### src/hdl/abpf_ram.sv
// generic single-clock ram, one write port and one registered read port
`default_nettype none

module abpf_ram #(
   parameter int WIDTH = 8,
   parameter int DEPTH = 256
) (
   input  wire logic                     clock,
   input  wire logic                     wr_en,
   input  wire logic [$clog2(DEPTH)-1:0] wr_addr,
   input  wire logic [WIDTH-1:0]         wr_data,
   input  wire logic                     rd_en,
   input  wire logic [$clog2(DEPTH)-1:0] rd_addr,
   output logic      [WIDTH-1:0]         rd_data
);

   logic [WIDTH-1:0] mem [DEPTH];
   logic [WIDTH-1:0] rd_data_ff;

   always_ff @(posedge clock) begin
      if (wr_en) begin
         mem[wr_addr] <= wr_data;
      end
      if (rd_en) begin
         rd_data_ff <= mem[rd_addr];
      end
   end

   assign rd_data = rd_data_ff;

endmodule

`default_nettype wire

### config.mk
export PLATFORM = sky130hd
export DESIGN_NAME = abpf_ram
export DESIGN_NICKNAME = d
export VERILOG_FILES = /design/src/hdl/abpf_ram.sv
export SDC_FILE = /design/constraint.sdc
export NUM_CORES = 2
export LEC_CHECK = 0
export BUFFER_PORTS_ARGS = -buffer_cell sky130_fd_sc_hd__buf_4
export CAP_MARGIN = 20
export CORE_ASPECT_RATIO = 1.2
export CORE_MARGIN = 2
export CORE_UTILIZATION = 55
export DETAILED_ROUTE_END_ITERATION = 10
export PLACE_DENSITY_LB_ADDON = 0.12
export SYNTH_ARGS = -nofsm -noshare
export SYNTH_HDL_FRONTEND = slang
export SYNTH_SLANG_ARGS = --single-unit
### constraint.sdc
create_clock -name clock -period 3.3 [get_ports clock]
set_input_delay 0.495 -clock clock [delete_from_list [all_inputs] [get_ports clock]]
set_output_delay 0.495 -clock clock [all_outputs]
set_load 0.005 [all_outputs]
# ---- Word level (Yosys, flattened, before mapping)
# Memory sizes are Yosys's and may differ from the RTL's. A register that Yosys moved wholly into a read port is not among the register bits.
# Cells that the tools add are included.
dict set report op_classes {
  mux 2
}
# cell count
set op_table {}
lappend op_table {{$mux 1} 2}
dict set report word_totals {
  ff_bits 0
  mem_bits_rw 2048
  inputBits 27
  output_inout_bits 8
  wordCells 3
  mem_count 1
}
# memory depth word_bits read_ports rd_clocked_by_memory_dff write_ports line
set mem_list {}
lappend mem_list {mem 256 8 1 1 1 17} ;# logic [WIDTH-1:0] mem [DEPTH];

# ---- Depth between registers and ports, before layout
dict set report logic_depth {
  ltp_word 2
  ltp_mapped 11
  ltp_nobuf 6
}

# ---- Least setup slack after synthesis
# Ideal clock, no wire load.
dict set report synth_timing {
  kind {input port to flip-flop}
  start {in rd_addr[0]}
  end {reg rd_data_ff[2] (netlist: rd_data[2]), read port of mem, data pin}
  setup_ns 0.269
  arrival_time_ns 2.302
  t_required_ns 3.031
  path_slack_ns 0.729
  path_stages 9
  path_buffers 4
  path_cell_list {buf_6 > buf_12 > buf_8 > buf_2 > mux4_2 > a22oi_1 > a21oi_1 > nor4_1 > nor4_2}
}
# item line
set synth_lines {}
lappend synth_lines {{from (decl)} 13} ;# input wire logic [$clog2(DEPTH)-1:0] rd_addr,
lappend synth_lines {{to (decl)} 18} ;# logic [WIDTH-1:0] rd_data_ff;

==> results.md <==
* Yosys warns at 0
* Setup Fix Bufs, Post-CTS at 0
* Crit path DAT at 3570 ps
* Vias in the first global route at 41,000
* Buffers on Ports at 34
* DR vias at between 40,000 and 50,000
* Final setup fails at 0
* Critical Path Most Common Cell: mux4_2
* Mapped Nets at 3,760
* Final Instance Count excl. Fillers at 6,334
* 1st-pass router iterations at 6
* Largest net degree at the start of global routing at 106
* Clock transition at the registers of the reported paths at around 60 ps
* Count leader, synth: edfxtp_1
* Tot Pwr at 0.0538 W
* Max IR drop VDD at 600 µV
* Layout overhead on the synthesized area at 15.4%
* Worst Skew at about 23 ps
* Max-slew violations at 0
* P_sw at 0.0111 W
* Synth cell types at 54
* Post-cts hold buffer count at 1
* Placed Instances at 5,984
* CTS tree: built
* Unrepaired setup endpoints after global routing: no
* Grt ovf at 0
* Die X at 351 µm
* Initial core utilization at between 50% and 60%
* Clk root buf: clkbuf_16
* Crit-path slowest cell: nor4_1
* Placer Congestion at about 0.9
* Worst-Skew Late Latency at 820 ps
* Number of synthesized register bits at 2,056
* Initial antenna violation count at 13
* Fin crit share at 91.9%
* Number of synthesized flops with an enable pin at 2,056
* Leakage power at 29.5 nW
* Full die area at 148,000 µm²
* Synth area leader: edfxtp_1
* Dpl ws at -501 ps
* Outcome: finished, final reports clean
* Mapped Area at ~80,000 µm²
* Routed Antenna Nets at 0
* Clock Path Buffers at 3
* Global-route total usage across every layer at between 20% and 30%
* Combinational share of power at 5.2%
* Highest net fanout along the worst path at 1
* Async set-reset flop share out of synthesis at 0%
* Clock power share at 41.2%
* CP cell instances: mux4_2 > mux4_2 > nor2b_1 > nor4_1 > buf_4 > nor4_2
* First-pass GRT wire length at 286 mm
* Final Hold Viols at 0
* CTS Buf Count at 189
* Area contributors post-synth: edfxtp_1, mux4_2, mux2i_1, nor2_1, a22oi_1
* Drc violations at 0
* Max Fclk at 0.330 GHz
* Flop pwr share at 53.6%
* # rows at 152
* Vias per cell at between 6 and 7
* Final wirelength at just under 200 mm
* Hold Crit Class: input port to flip-flop
* Crit path max-delay family: simple AND/OR/NAND/NOR gates
* IO Pins at 35
* Switching share of power at 20.6%
* Mean Syn Cell Area at 21.3 µm²
* Final WS setup at 266 ps
* Worst slew pin tran at 1040 ps
* Power per cell area at between 500 and 600 nW/µm²
* Avg WL per Cell at 31.4 µm
* Fill count at 9,545
* NumNets Final at 4,278
* Core Area at ~140,000 µm²
* Crit path buffers/inverters at 1
* Synth Instances at 3,733
* Top-area cell type share of the netlist area at ~78%
* Synth Flop Type: edfxtp_1
* Detail Placement HPWL at 128 mm
* # clock sinks at 2,056
* CP Class: flip-flop to flip-flop
* CTS H-tree depth at 4
* Register area share after synthesis at 77.5%
* Rel. slew slack at roughly 30%
* # Max-Cap Violations at 0
* Post-synth top cells: edfxtp_1, mux4_2, nor2_1
* Worst setup EP type: flip-flop
* Critical path's largest stage delay at 890 ps
* Die Y at about 420 µm
* Initial DRC Count at 5,202
* Cts repair resizes at 0
* Share of cells above drive strength 1 at between 20% and 30%
* Internal power at 0.0427 W
* Worst EP required at 3840 ps
* Setup crit start kind: flip-flop
* Fin crit period at 3030 ps
-- power by group through the flow --
stage	Clock (W)	Sequential [W]	Combinational (W)
floorplan	0	0.0294	0.00140
global placement	0	0.0294	0.00277
detailed placement	0	0.0294	0.00283
CTS	0.0225	0.0288	0.00284
global route	0.0234	0.0288	0.00296
finish	0.0222	0.0288	0.00281
-- through the flow --
step	utilization, %	hold WS [ps]	cell area (µm²)	TNS, ps
after detailed placement	59.7	860	85600	-2460
after global routing	64.1	168	91900	0
after global placement	59.7	852	85600	-2940
after CTS	64.1	141	91900	0
final	64.1	190	91900	0
after floorplan	-	594	79600	0
-- cells in the final DEF, fill, tap and decap left out, types with 25 or more instances in the layout --
cell type     n
nand3_1      34
bufinv_16    25
o221ai_1     46
a21oi_1      96
nor2b_1      28
edfxtp_1   2056
a22oi_1     133
clkinv_1     42
nor2_1      279
buf_4       492
mux4_2      454
clkbuf_1     33
nand2_1      33
buf_12       56
mux2i_1     134
o22ai_1      28
clkbuf_16   198
clkinv_2     29
-- metal layers --
metal / GRT usage [%] / up-vias / wire length (µm)
met1: 38.0 / 21500 / 76500
met2: 44.4 / 1929 / 98200
li1: - / 16700 / -
met5: 0 / - / 36
met3: 4.71 / 337 / 17400
met4: 9.00 / 6 / 6400
-- state kept, by name (all words and copies together), names as in the netlist --
register / flops
rd_data: 8
mem: 2048
-- worst paths after layout --
path / start / end / slack, ps / depth (start not counted)
setup / recovery: mem[84][2] / rd_data[2] / 270 / 6
hold / removal: wr_data[1] / mem[121][1] / 190 / 1
setup reg to reg: mem[84][2] / rd_data[2] / 270 / 6
hold reg to reg: mem[33][5] / rd_data[5] / 1180 / 7
-- kinds of logic after synthesis --
group	share of synthesized area (%)
AOI/OAI and AO/OA	3.42
buffers and inverters	1.83
muxes	14.6
DFF	77.5
and+or+nand+nor	2.63
-- final cells by class --
type	count	area [µm²]	area share, %
clock buffer	231	5080	5.53
multi-input combinational	1442	16500	17.9
timing repair buffer	560	4970	5.41
clock inverter	115	1220	1.33
antenna	3	7.51	0.00817
tap	1925	2410	2.62
inverter	2	7.51	0.00817
sequential	2056	61700	67.2
(Power assumes the default switching activity.)
