## src/hdl/abpf_pkg.sv

```systemverilog
// shared types and constants for the affine background pixel fetch block
`default_nettype none

package abpf_pkg;

   // default geometry and store sizes
   localparam int SCREEN_WIDTH_DEF  = 240;
   localparam int SCREEN_HEIGHT_DEF = 160;
   localparam int VIDEO_BYTES_DEF   = 98304;
   localparam int PALETTE_ENTRIES   = 256;

   // field widths
   localparam int STORE_ADDR_W = 17;
   localparam int PIXEL_W      = 8;
   localparam int VALUE_W      = 15;
   localparam int COLOUR_W     = 15;
   localparam int PAL_ADDR_W   = 8;
   localparam int CSR_INDEX_W  = 3;
   localparam int CSR_DATA_W   = 28;

   // fixed-point widths
   localparam int STEP_W   = 16;
   localparam int ORIGIN_W = 28;
   localparam int PROD_W   = 25;  // 9-bit signed coordinate times 16-bit step
   localparam int SUM_W    = 29;
   localparam int TEXEL_W  = SUM_W - 8;

   typedef enum logic [1:0] {
      CMD_RENDER        = 2'd0,
      CMD_VIDEO_WRITE   = 2'd1,
      CMD_PALETTE_WRITE = 2'd2
   } cmd_type;

   typedef enum logic [CSR_INDEX_W-1:0] {
      REG_BG_CONTROL     = 3'd0,
      REG_STEP_X_PER_COL = 3'd1,
      REG_STEP_X_PER_ROW = 3'd2,
      REG_STEP_Y_PER_COL = 3'd3,
      REG_STEP_Y_PER_ROW = 3'd4,
      REG_ORIGIN_X       = 3'd5,
      REG_ORIGIN_Y       = 3'd6
   } reg_index_type;

   typedef struct packed {
      logic        [15:0]         bg_control;
      logic signed [STEP_W-1:0]   step_x_per_col;
      logic signed [STEP_W-1:0]   step_x_per_row;
      logic signed [STEP_W-1:0]   step_y_per_col;
      logic signed [STEP_W-1:0]   step_y_per_row;
      logic signed [ORIGIN_W-1:0] origin_x;
      logic signed [ORIGIN_W-1:0] origin_y;
   } cfg_type;

   typedef struct packed {
      logic load;    // capture coordinate products
      logic sum_en;  // form the floored texel position
   } addr_ctrl_type;

   typedef struct packed {
      logic [STORE_ADDR_W-1:0] map_addr;
      logic                    map_miss;
      logic [STORE_ADDR_W-1:0] pattern_addr;
      logic                    tile_miss;
   } addr_stat_type;

endpackage

`default_nettype wire

```

## src/hdl/abpf_addr.sv

```systemverilog
// texture coordinate datapath: affine transform, wrap or clip, map and tile addresses
`default_nettype none

module abpf_addr import abpf_pkg::*; #(
   parameter int VIDEO_BYTES = VIDEO_BYTES_DEF
) (
   input  wire logic                clock,
   input  wire cfg_type             cfg,
   input  wire logic [PIXEL_W-1:0]  pixel_x,
   input  wire logic [PIXEL_W-1:0]  pixel_y,
   input  wire addr_ctrl_type       ctrl,
   input  wire logic [7:0]          tile_entry,
   output addr_stat_type            stat
);

   logic signed [PROD_W-1:0]  prod_xa_ff, prod_xa_in;
   logic signed [PROD_W-1:0]  prod_xb_ff, prod_xb_in;
   logic signed [PROD_W-1:0]  prod_yc_ff, prod_yc_in;
   logic signed [PROD_W-1:0]  prod_yd_ff, prod_yd_in;
   logic signed [SUM_W-1:0]   sum_x, sum_y;
   logic signed [TEXEL_W-1:0] fx_ff, fx_in;
   logic signed [TEXEL_W-1:0] fy_ff, fy_in;

   logic [1:0]              map_size;
   logic                    wrap;
   logic [15:0]             map_base;
   logic [15:0]             pattern_base;
   logic [10:0]             map_px;
   logic [9:0]              map_mask;
   logic [9:0]              ux, uy;
   logic                    clip;
   logic [13:0]             row_offset;
   logic [STORE_ADDR_W-1:0] map_addr;
   logic [STORE_ADDR_W-1:0] pattern_addr;

   // products of screen position and the four steps
   always_comb begin
      prod_xa_in = $signed({1'b0, pixel_x}) * cfg.step_x_per_col;
      prod_xb_in = $signed({1'b0, pixel_y}) * cfg.step_x_per_row;
      prod_yc_in = $signed({1'b0, pixel_x}) * cfg.step_y_per_col;
      prod_yd_in = $signed({1'b0, pixel_y}) * cfg.step_y_per_row;
   end

   // signed q21.8 sum, floor by dropping the fraction (arithmetic)
   always_comb begin
      sum_x = SUM_W'(cfg.origin_x) + SUM_W'(prod_xb_ff) + SUM_W'(prod_xa_ff);
      sum_y = SUM_W'(cfg.origin_y) + SUM_W'(prod_yd_ff) + SUM_W'(prod_yc_ff);
      fx_in = sum_x[SUM_W-1:8];
      fy_in = sum_y[SUM_W-1:8];
   end

   always_ff @(posedge clock) begin
      if (ctrl.load) begin
         prod_xa_ff <= prod_xa_in;
         prod_xb_ff <= prod_xb_in;
         prod_yc_ff <= prod_yc_in;
         prod_yd_ff <= prod_yd_in;
      end
      if (ctrl.sum_en) begin
         fx_ff <= fx_in;
         fy_ff <= fy_in;
      end
   end

   // wrap or clip, then tilemap address
   always_comb begin
      map_size     = cfg.bg_control[15:14];
      wrap         = cfg.bg_control[13];
      map_base     = {cfg.bg_control[12:8], 11'd0};
      pattern_base = {cfg.bg_control[3:2], 14'd0};
      map_px       = 11'd128 << map_size;
      map_mask     = 10'(map_px - 11'd1);
      ux = wrap ? (fx_ff[9:0] & map_mask) : fx_ff[9:0];
      uy = wrap ? (fy_ff[9:0] & map_mask) : fy_ff[9:0];
      clip = !wrap && (fx_ff[TEXEL_W-1] || fy_ff[TEXEL_W-1]
                       || !(fx_ff < $signed({10'd0, map_px}))
                       || !(fy_ff < $signed({10'd0, map_px})));
      // map is (16 << size) tiles wide
      row_offset   = {7'd0, uy[9:3]} << (3'd4 + {1'b0, map_size});
      map_addr     = STORE_ADDR_W'(map_base) + STORE_ADDR_W'(row_offset)
                   + STORE_ADDR_W'(ux[9:3]);
      pattern_addr = STORE_ADDR_W'(pattern_base) + {3'd0, tile_entry, 6'd0}
                   + STORE_ADDR_W'({fy_ff[2:0], fx_ff[2:0]});
   end

   always_comb begin
      stat.map_addr     = map_addr;
      stat.map_miss     = clip || ({15'd0, map_addr} >= 32'(VIDEO_BYTES));
      stat.pattern_addr = pattern_addr;
      stat.tile_miss    = {15'd0, pattern_addr} >= 32'(VIDEO_BYTES);
   end

endmodule

`default_nettype wire

```

## config.mk

```make
export PLATFORM = sky130hd
export DESIGN_NAME = abpf_addr
export DESIGN_NICKNAME = d
export VERILOG_FILES = /design/src/hdl/abpf_pkg.sv /design/src/hdl/abpf_addr.sv
export SDC_FILE = /design/constraint.sdc
export NUM_CORES = 2
export LEC_CHECK = 0
export BUFFER_PORTS_ARGS = -buffer_cell sky130_fd_sc_hd__clkbuf_2
export CAP_MARGIN = 20
export CORE_MARGIN = 2
export CORE_UTILIZATION = 53
export DETAILED_ROUTE_END_ITERATION = 12
export GPL_TIMING_DRIVEN = 0
export PLACE_DENSITY = 0.72
export REMOVE_ABC_BUFFERS = 1
export SLEW_MARGIN = 30
export SYNTH_ARGS = -nofsm -noshare
export SYNTH_HDL_FRONTEND = slang
export SYNTH_SLANG_ARGS = --single-unit
```

## constraint.sdc

```tcl
create_clock -name clock -period 6.7 [get_ports clock]
set_input_delay 1.34 -clock clock [delete_from_list [all_inputs] [get_ports clock]]
set_output_delay 1.34 -clock clock [all_outputs]
set_load 0.02 [all_outputs]
```

Word level (Yosys, flattened, before mapping)
Index checks and enable logic that the tools add are counted.

storage, ports and cells
  register bits after elaboration = 142
  input port bits = 163
  output and inout bits = 36

operators by class
  $add $sub $neg = 10
  multiply operators = 4
  order comparisons = 4
  shift-type cells = 2
  mux-type cells = 2
  bitwise logic cells = 2
  reduce and logical (&&, ||, !) cells = 8

operators by type and width
  kind                                                 number
  multiplier 9 x 16 -> 25 bit                          4
  adder 28 x 25 -> 29 bit                              2
  adder 29 x 25 -> 29 bit                              2
  less-than comparator 21 x 12 -> 1 bit                2
  adder 16 x 14 -> 17 bit                              2
  >= comparator 17 bit (second input constant)         2
  AND 10 bit                                           2
  two-way mux 10 bit                                   2
  adder 17 x 6 -> 17 bit                               1
  adder 17 x 7 -> 17 bit                               1
  left shift 7 x 3 -> 14 bit                           1
  left shift 8 x 2 -> 11 bit (first input constant)    1
  subtractor 10 x 1 -> 10 bit (second input constant)  1
  logical OR 1 bit                                     4
  adder 3 x 2 -> 3 bit (first input constant)          1
  zero test 1 bit                                      3
  logical AND 1 bit                                    1

Logic depth before layout (Yosys ltp)
  depth after elaboration = 9
  depth in mapped cells = 21

Least setup slack after synthesis
No wires, ideal clock.

  path type = input -> register
  start = input pixel_x[0]
  end = register prod_yc_ff[23] (data pin)
  arrival = 5.727 ns
  path slack = 0.715 ns
  cell stages on the path = 19
  path buffers = 1
  path through = clkbuf_1 -> nand2_1 -> fa_1 -> inv_1 -> fa_1 -> fa_1 -> inv_1 -> fa_1 -> inv_1 -> ha_1 -> a21o_1 -> a21o_1 -> a21o_1 -> nor3_2 -> a31oi_1 -> or4_1 -> a31o_1 -> a21oi_2 -> xnor2_1

between the ends
  word-level cells in the longest chain between the ends = 1

ends and longest elaborated chain
  element                      RTL line         source
  start: declaration           abpf_addr.sv:9   input wire logic [PIXEL_W-1:0] pixel_x,
  multiplier 9 x 16 -> 25 bit  abpf_addr.sv:40  prod_yc_in = $signed({1'b0, pixel_x}) * cfg.step_y_per_col;
  via prod_yc_in[23]           abpf_addr.sv:18  logic signed [PROD_W-1:0] prod_yc_ff, prod_yc_in;
  end signal: assignment       abpf_addr.sv:56  prod_yc_ff <= prod_yc_in;
  end: declaration             abpf_addr.sv:18

The timed path passes the listed nets, and every way through them passes these cells.
A chain may end at the register's enable or synchronous reset.

Worst setup path after layout
  start = input pixel_x[0]
  end = register prod_xa_ff[24] (data pin)

between the ends
  word-level cells in the longest chain between the ends = 1

ends and longest elaborated chain
  element                      RTL line         source
  multiplier 9 x 16 -> 25 bit  abpf_addr.sv:38  prod_xa_in = $signed({1'b0, pixel_x}) * cfg.step_x_per_col;
  via prod_xa_in[24]           abpf_addr.sv:16  logic signed [PROD_W-1:0] prod_xa_ff, prod_xa_in;
  end signal: assignment       abpf_addr.sv:54  prod_xa_ff <= prod_xa_in;
  end: declaration             abpf_addr.sv:16

The timed path passes the listed nets, and every way through them passes these cells.

==> flow_metrics.tcl <==
set metrics [dict create \
    status "complete, no violations" \
    die_x_um 228 \
    skew_ns 0.0121 \
    worst-path-max-fanout 32 \
    critPathTopFamily "adder cells" \
    critPathRequiredTime_ns 6.89 \
    die_h_um 228 \
    grt_max_degree 63 \
    relSlewSlack 0.408 \
    coreArea_mm2 0.0498 \
    worst_path_most_repeated_cell "fa_1" \
    worst_path_max_delay_cell "fa_1" \
    cts_buffers 17 \
    gp_congestion 0.882 \
    initial_core_util 0.534 \
    via_count 18800 \
    grt_pass1_wl_um 98800 \
    clk_path_buf_depth 2 \
    hpwl_um 48000 \
    path_cells "clkbuf_2, nand2_1, fa_1, fa_1, inv_1, fa_1, inv_1, fa_1, inv_1, ha_1, a21oi_1, o21ai_0, a21oi_1, o21ai_0, a211o_1, a21oi_2, o21bai_1, a21oi_1, xnor2_1" \
    min-delay-path-class "reg -> reg" \
    drt_iter0_drc 763 \
    setup_viol 0 \
    ys.flop_type "edfxtp_1" \
    power_mw 13.6 \
    grt-ovfl-total 0 \
    via_per_inst 5.30 \
    syn_to_final_growth_pct 7.40 \
    crit_start "pixel_x[0]" \
    hold_viol_final 0 \
    maxSlewViolCount 0 \
    cp.arrival_ns 6.46 \
    syn_area_per_cell_um2 9.70 \
    synth-async-reset-ratio 0 \
    worstSetupPathType "in -> reg" \
    wl_per_cell_um 16.3 \
    critical_path.max_stage_delay_ns 0.68 \
    first_pass_iters 5 \
    cts_resized 0 \
    synth.cell_area_mm2 0.0266 \
    hold_buffers 0 \
    path_buf_inv 4 \
    die_area_mm2 0.0519 \
    routed_wl_um 57600 \
    synth-edff-count 142 \
    postLayoutCellArea_mm2 0.0285 \
    worstMarginPinSlew_ns 0.888 \
    fillerInstances 4379 \
    critPathLaunchType "primary input" \
    ys_warn_count 0 \
    finalCriticalPeriod_ns 6.27 \
    num_rows 82 \
    rsz0062_at_grt "false" \
    ys_seq_area_frac 0.161 \
    clock.fmax_mhz 160 \
    worstSetupEndpointType "flop" \
    synth.area.top_cells "fa_1 35%, edfxtp_1 16%, ha_1 13%" \
    nets 3746 \
    track_usage 0.235 \
    tritoncts "yes" \
    postSynthCellCount 2738 \
    cts.clk_slew.worst_paths_ns 0.06 \
    htree_levels 4 \
    clock_latency_ns 0.44 \
    cts.sinks 142 \
    leakagePower_nw 14.3 \
    final_antenna_net_count 0 \
    ioPinCount 199 \
    placed_cell_area_mm2 0.0279 \
    drc 0 \
    postCtsSetupRepairBufs 0 \
    grt_antenna_before_repair 3 \
    synth_cell_types 75 \
    ys_ff_latch 142 \
    portBuffers 170 \
    maxCapViolCount 0 \
    cts_root_buf "clkbuf_16" \
    ir_worst_vdd_v 0.000314 \
    worstHoldStart "prod_xb_ff[23]$_DFFE_PP_" \
    final_layout_size_suffix_gt1_frac 0.0862 \
    powerDensity_mw_per_mm2 476 \
    min_period_over_period 0.935 \
    critical_path.reg2reg.startpoint "prod_xa_ff[4]$_DFFE_PP_" \
    synth_top_area_frac 0.349 \
    rrSetupSlack_ns 3.05 \
    grt_pass1_vias 20600 \
    yosys.area.top_type "fa_1" \
]
## cell type report
cell class / instances / area [um2] / share of cell area
antenna: 2 / 5.00 / 0.000176
clock inverter: 15 / 176 / 0.00619
clock buffer: 17 / 425 / 0.0149
inverter: 603 / 2260 / 0.0794
tap: 672 / 841 / 0.0295
sequential: 142 / 4260 / 0.150
timing repair buffer: 171 / 890 / 0.0312
multi-input combinational: 1917 / 19700 / 0.689
## path summary, 6_finish.rpt
kind	cells past startpoint	to
setup / recovery	19	prod_xa_ff[24]$_DFFE_PP_
hold / removal	3	fx_ff[15]$_DFFE_PP_
setup reg to reg	11	fx_ff[20]$_DFFE_PP_
hold reg to reg	3	fx_ff[15]$_DFFE_PP_
## through the flow
stage	hold slack [ns]	util	std cells	TNS [ns]	worst slack (ns)
finish	0.909	0.573	3539	0	0.434
global route	0.948	0.573	3537	0	0.0653
CTS	0.919	0.573	3537	0	0.430
detailed placement	0.898	0.561	3505	-0.0513	-0.0307
global placement	0.873	0.560	3504	0	0.0244
floorplan	0.834	-	2662	0	1.03
## layout by cell type, fill, tap and decap left out, types with 37 or more instances in the layout
cell type  Yosys  routed
edfxtp_1     142     142
inv_1        603     603
nand2_1      274     274
and2_1       292     292
nor2_1        82      82
a21oi_1       81      81
fa_1         463     463
clkbuf_2       0     168
xnor2_1       97      97
o21ai_0       50      50
a21o_1        37      37
ha_1         268     268
## Yosys cell counts (3+ instances only)
| library cell | count |
|---|---|
| o21ai_0 | 50 |
| nand4_1 | 4 |
| nor2_1 | 82 |
| o21a_1 | 24 |
| buf_4 | 22 |
| edfxtp_1 | 142 |
| a31oi_1 | 11 |
| xor2_1 | 34 |
| o21bai_1 | 10 |
| mux2i_1 | 4 |
| a211o_1 | 4 |
| or3_1 | 3 |
| mux2_2 | 3 |
| a21o_1 | 37 |
| a21oi_1 | 81 |
| clkbuf_1 | 52 |
| and2_1 | 292 |
| nand2_1 | 274 |
| a31o_2 | 5 |
| o41ai_1 | 3 |
| nor2b_1 | 17 |
| a21oi_2 | 12 |
| fa_1 | 463 |
| o21ai_1 | 4 |
| nor4_1 | 7 |
| buf_2 | 3 |
| and3_1 | 6 |
| or2_2 | 3 |
| ha_1 | 268 |
| nor3b_1 | 3 |
| o211ai_1 | 3 |
| nand3_1 | 19 |
| nor3_1 | 26 |
| a211oi_1 | 6 |
| nand2b_1 | 10 |
| a2111oi_2 | 3 |
| xnor2_1 | 97 |
| inv_1 | 603 |
## per-layer routing
metal	part of all wire	up-vias	global-route usage
li1	-	8710	-
met3	0.045	96	0.0391
met2	0.53	406	0.429
met1	0.41	9552	0.287
met5	0.00016	-	0
met4	0.021	2	0.0598
## worst min-delay path, delay by kind of cell (launching register included)
family	cells	cell delay (ns)
xor gates and xnor gates	1	0.12
adders and majority gates	2	0.33
DFF	1	0.35
## power by group
group | total, mW | switching, mW | internal [mW] | leakage [nW]
combinational | 10.3 | 5.77 | 4.49 | 12.6
sequential | 2.34 | 0.280 | 2.06 | 1.39
clock | 0.977 | 0.415 | 0.562 | 0.295
## kinds of logic after synthesis
| family | share of synthesized area |
|---|---|
| AND/OR/NAND/NOR | 0.143 |
| AO/OA/AOI/OAI | 0.0751 |
| XOR/XNOR | 0.0432 |
| other | 0.000141 |
| flip-flops | 0.161 |
| multiplexers | 0.00278 |
| buffers and inverters | 0.0994 |
| adder cells (fa/ha/maj) | 0.475 |
## registers in the layout, summed over array words and instances (netlist names)
name / cells
fx_ff: 21
prod_xb_ff: 25
prod_yd_ff: 25
fy_ff: 21
prod_yc_ff: 25
prod_xa_ff: 25
Power figures use the tool's default switching activity.
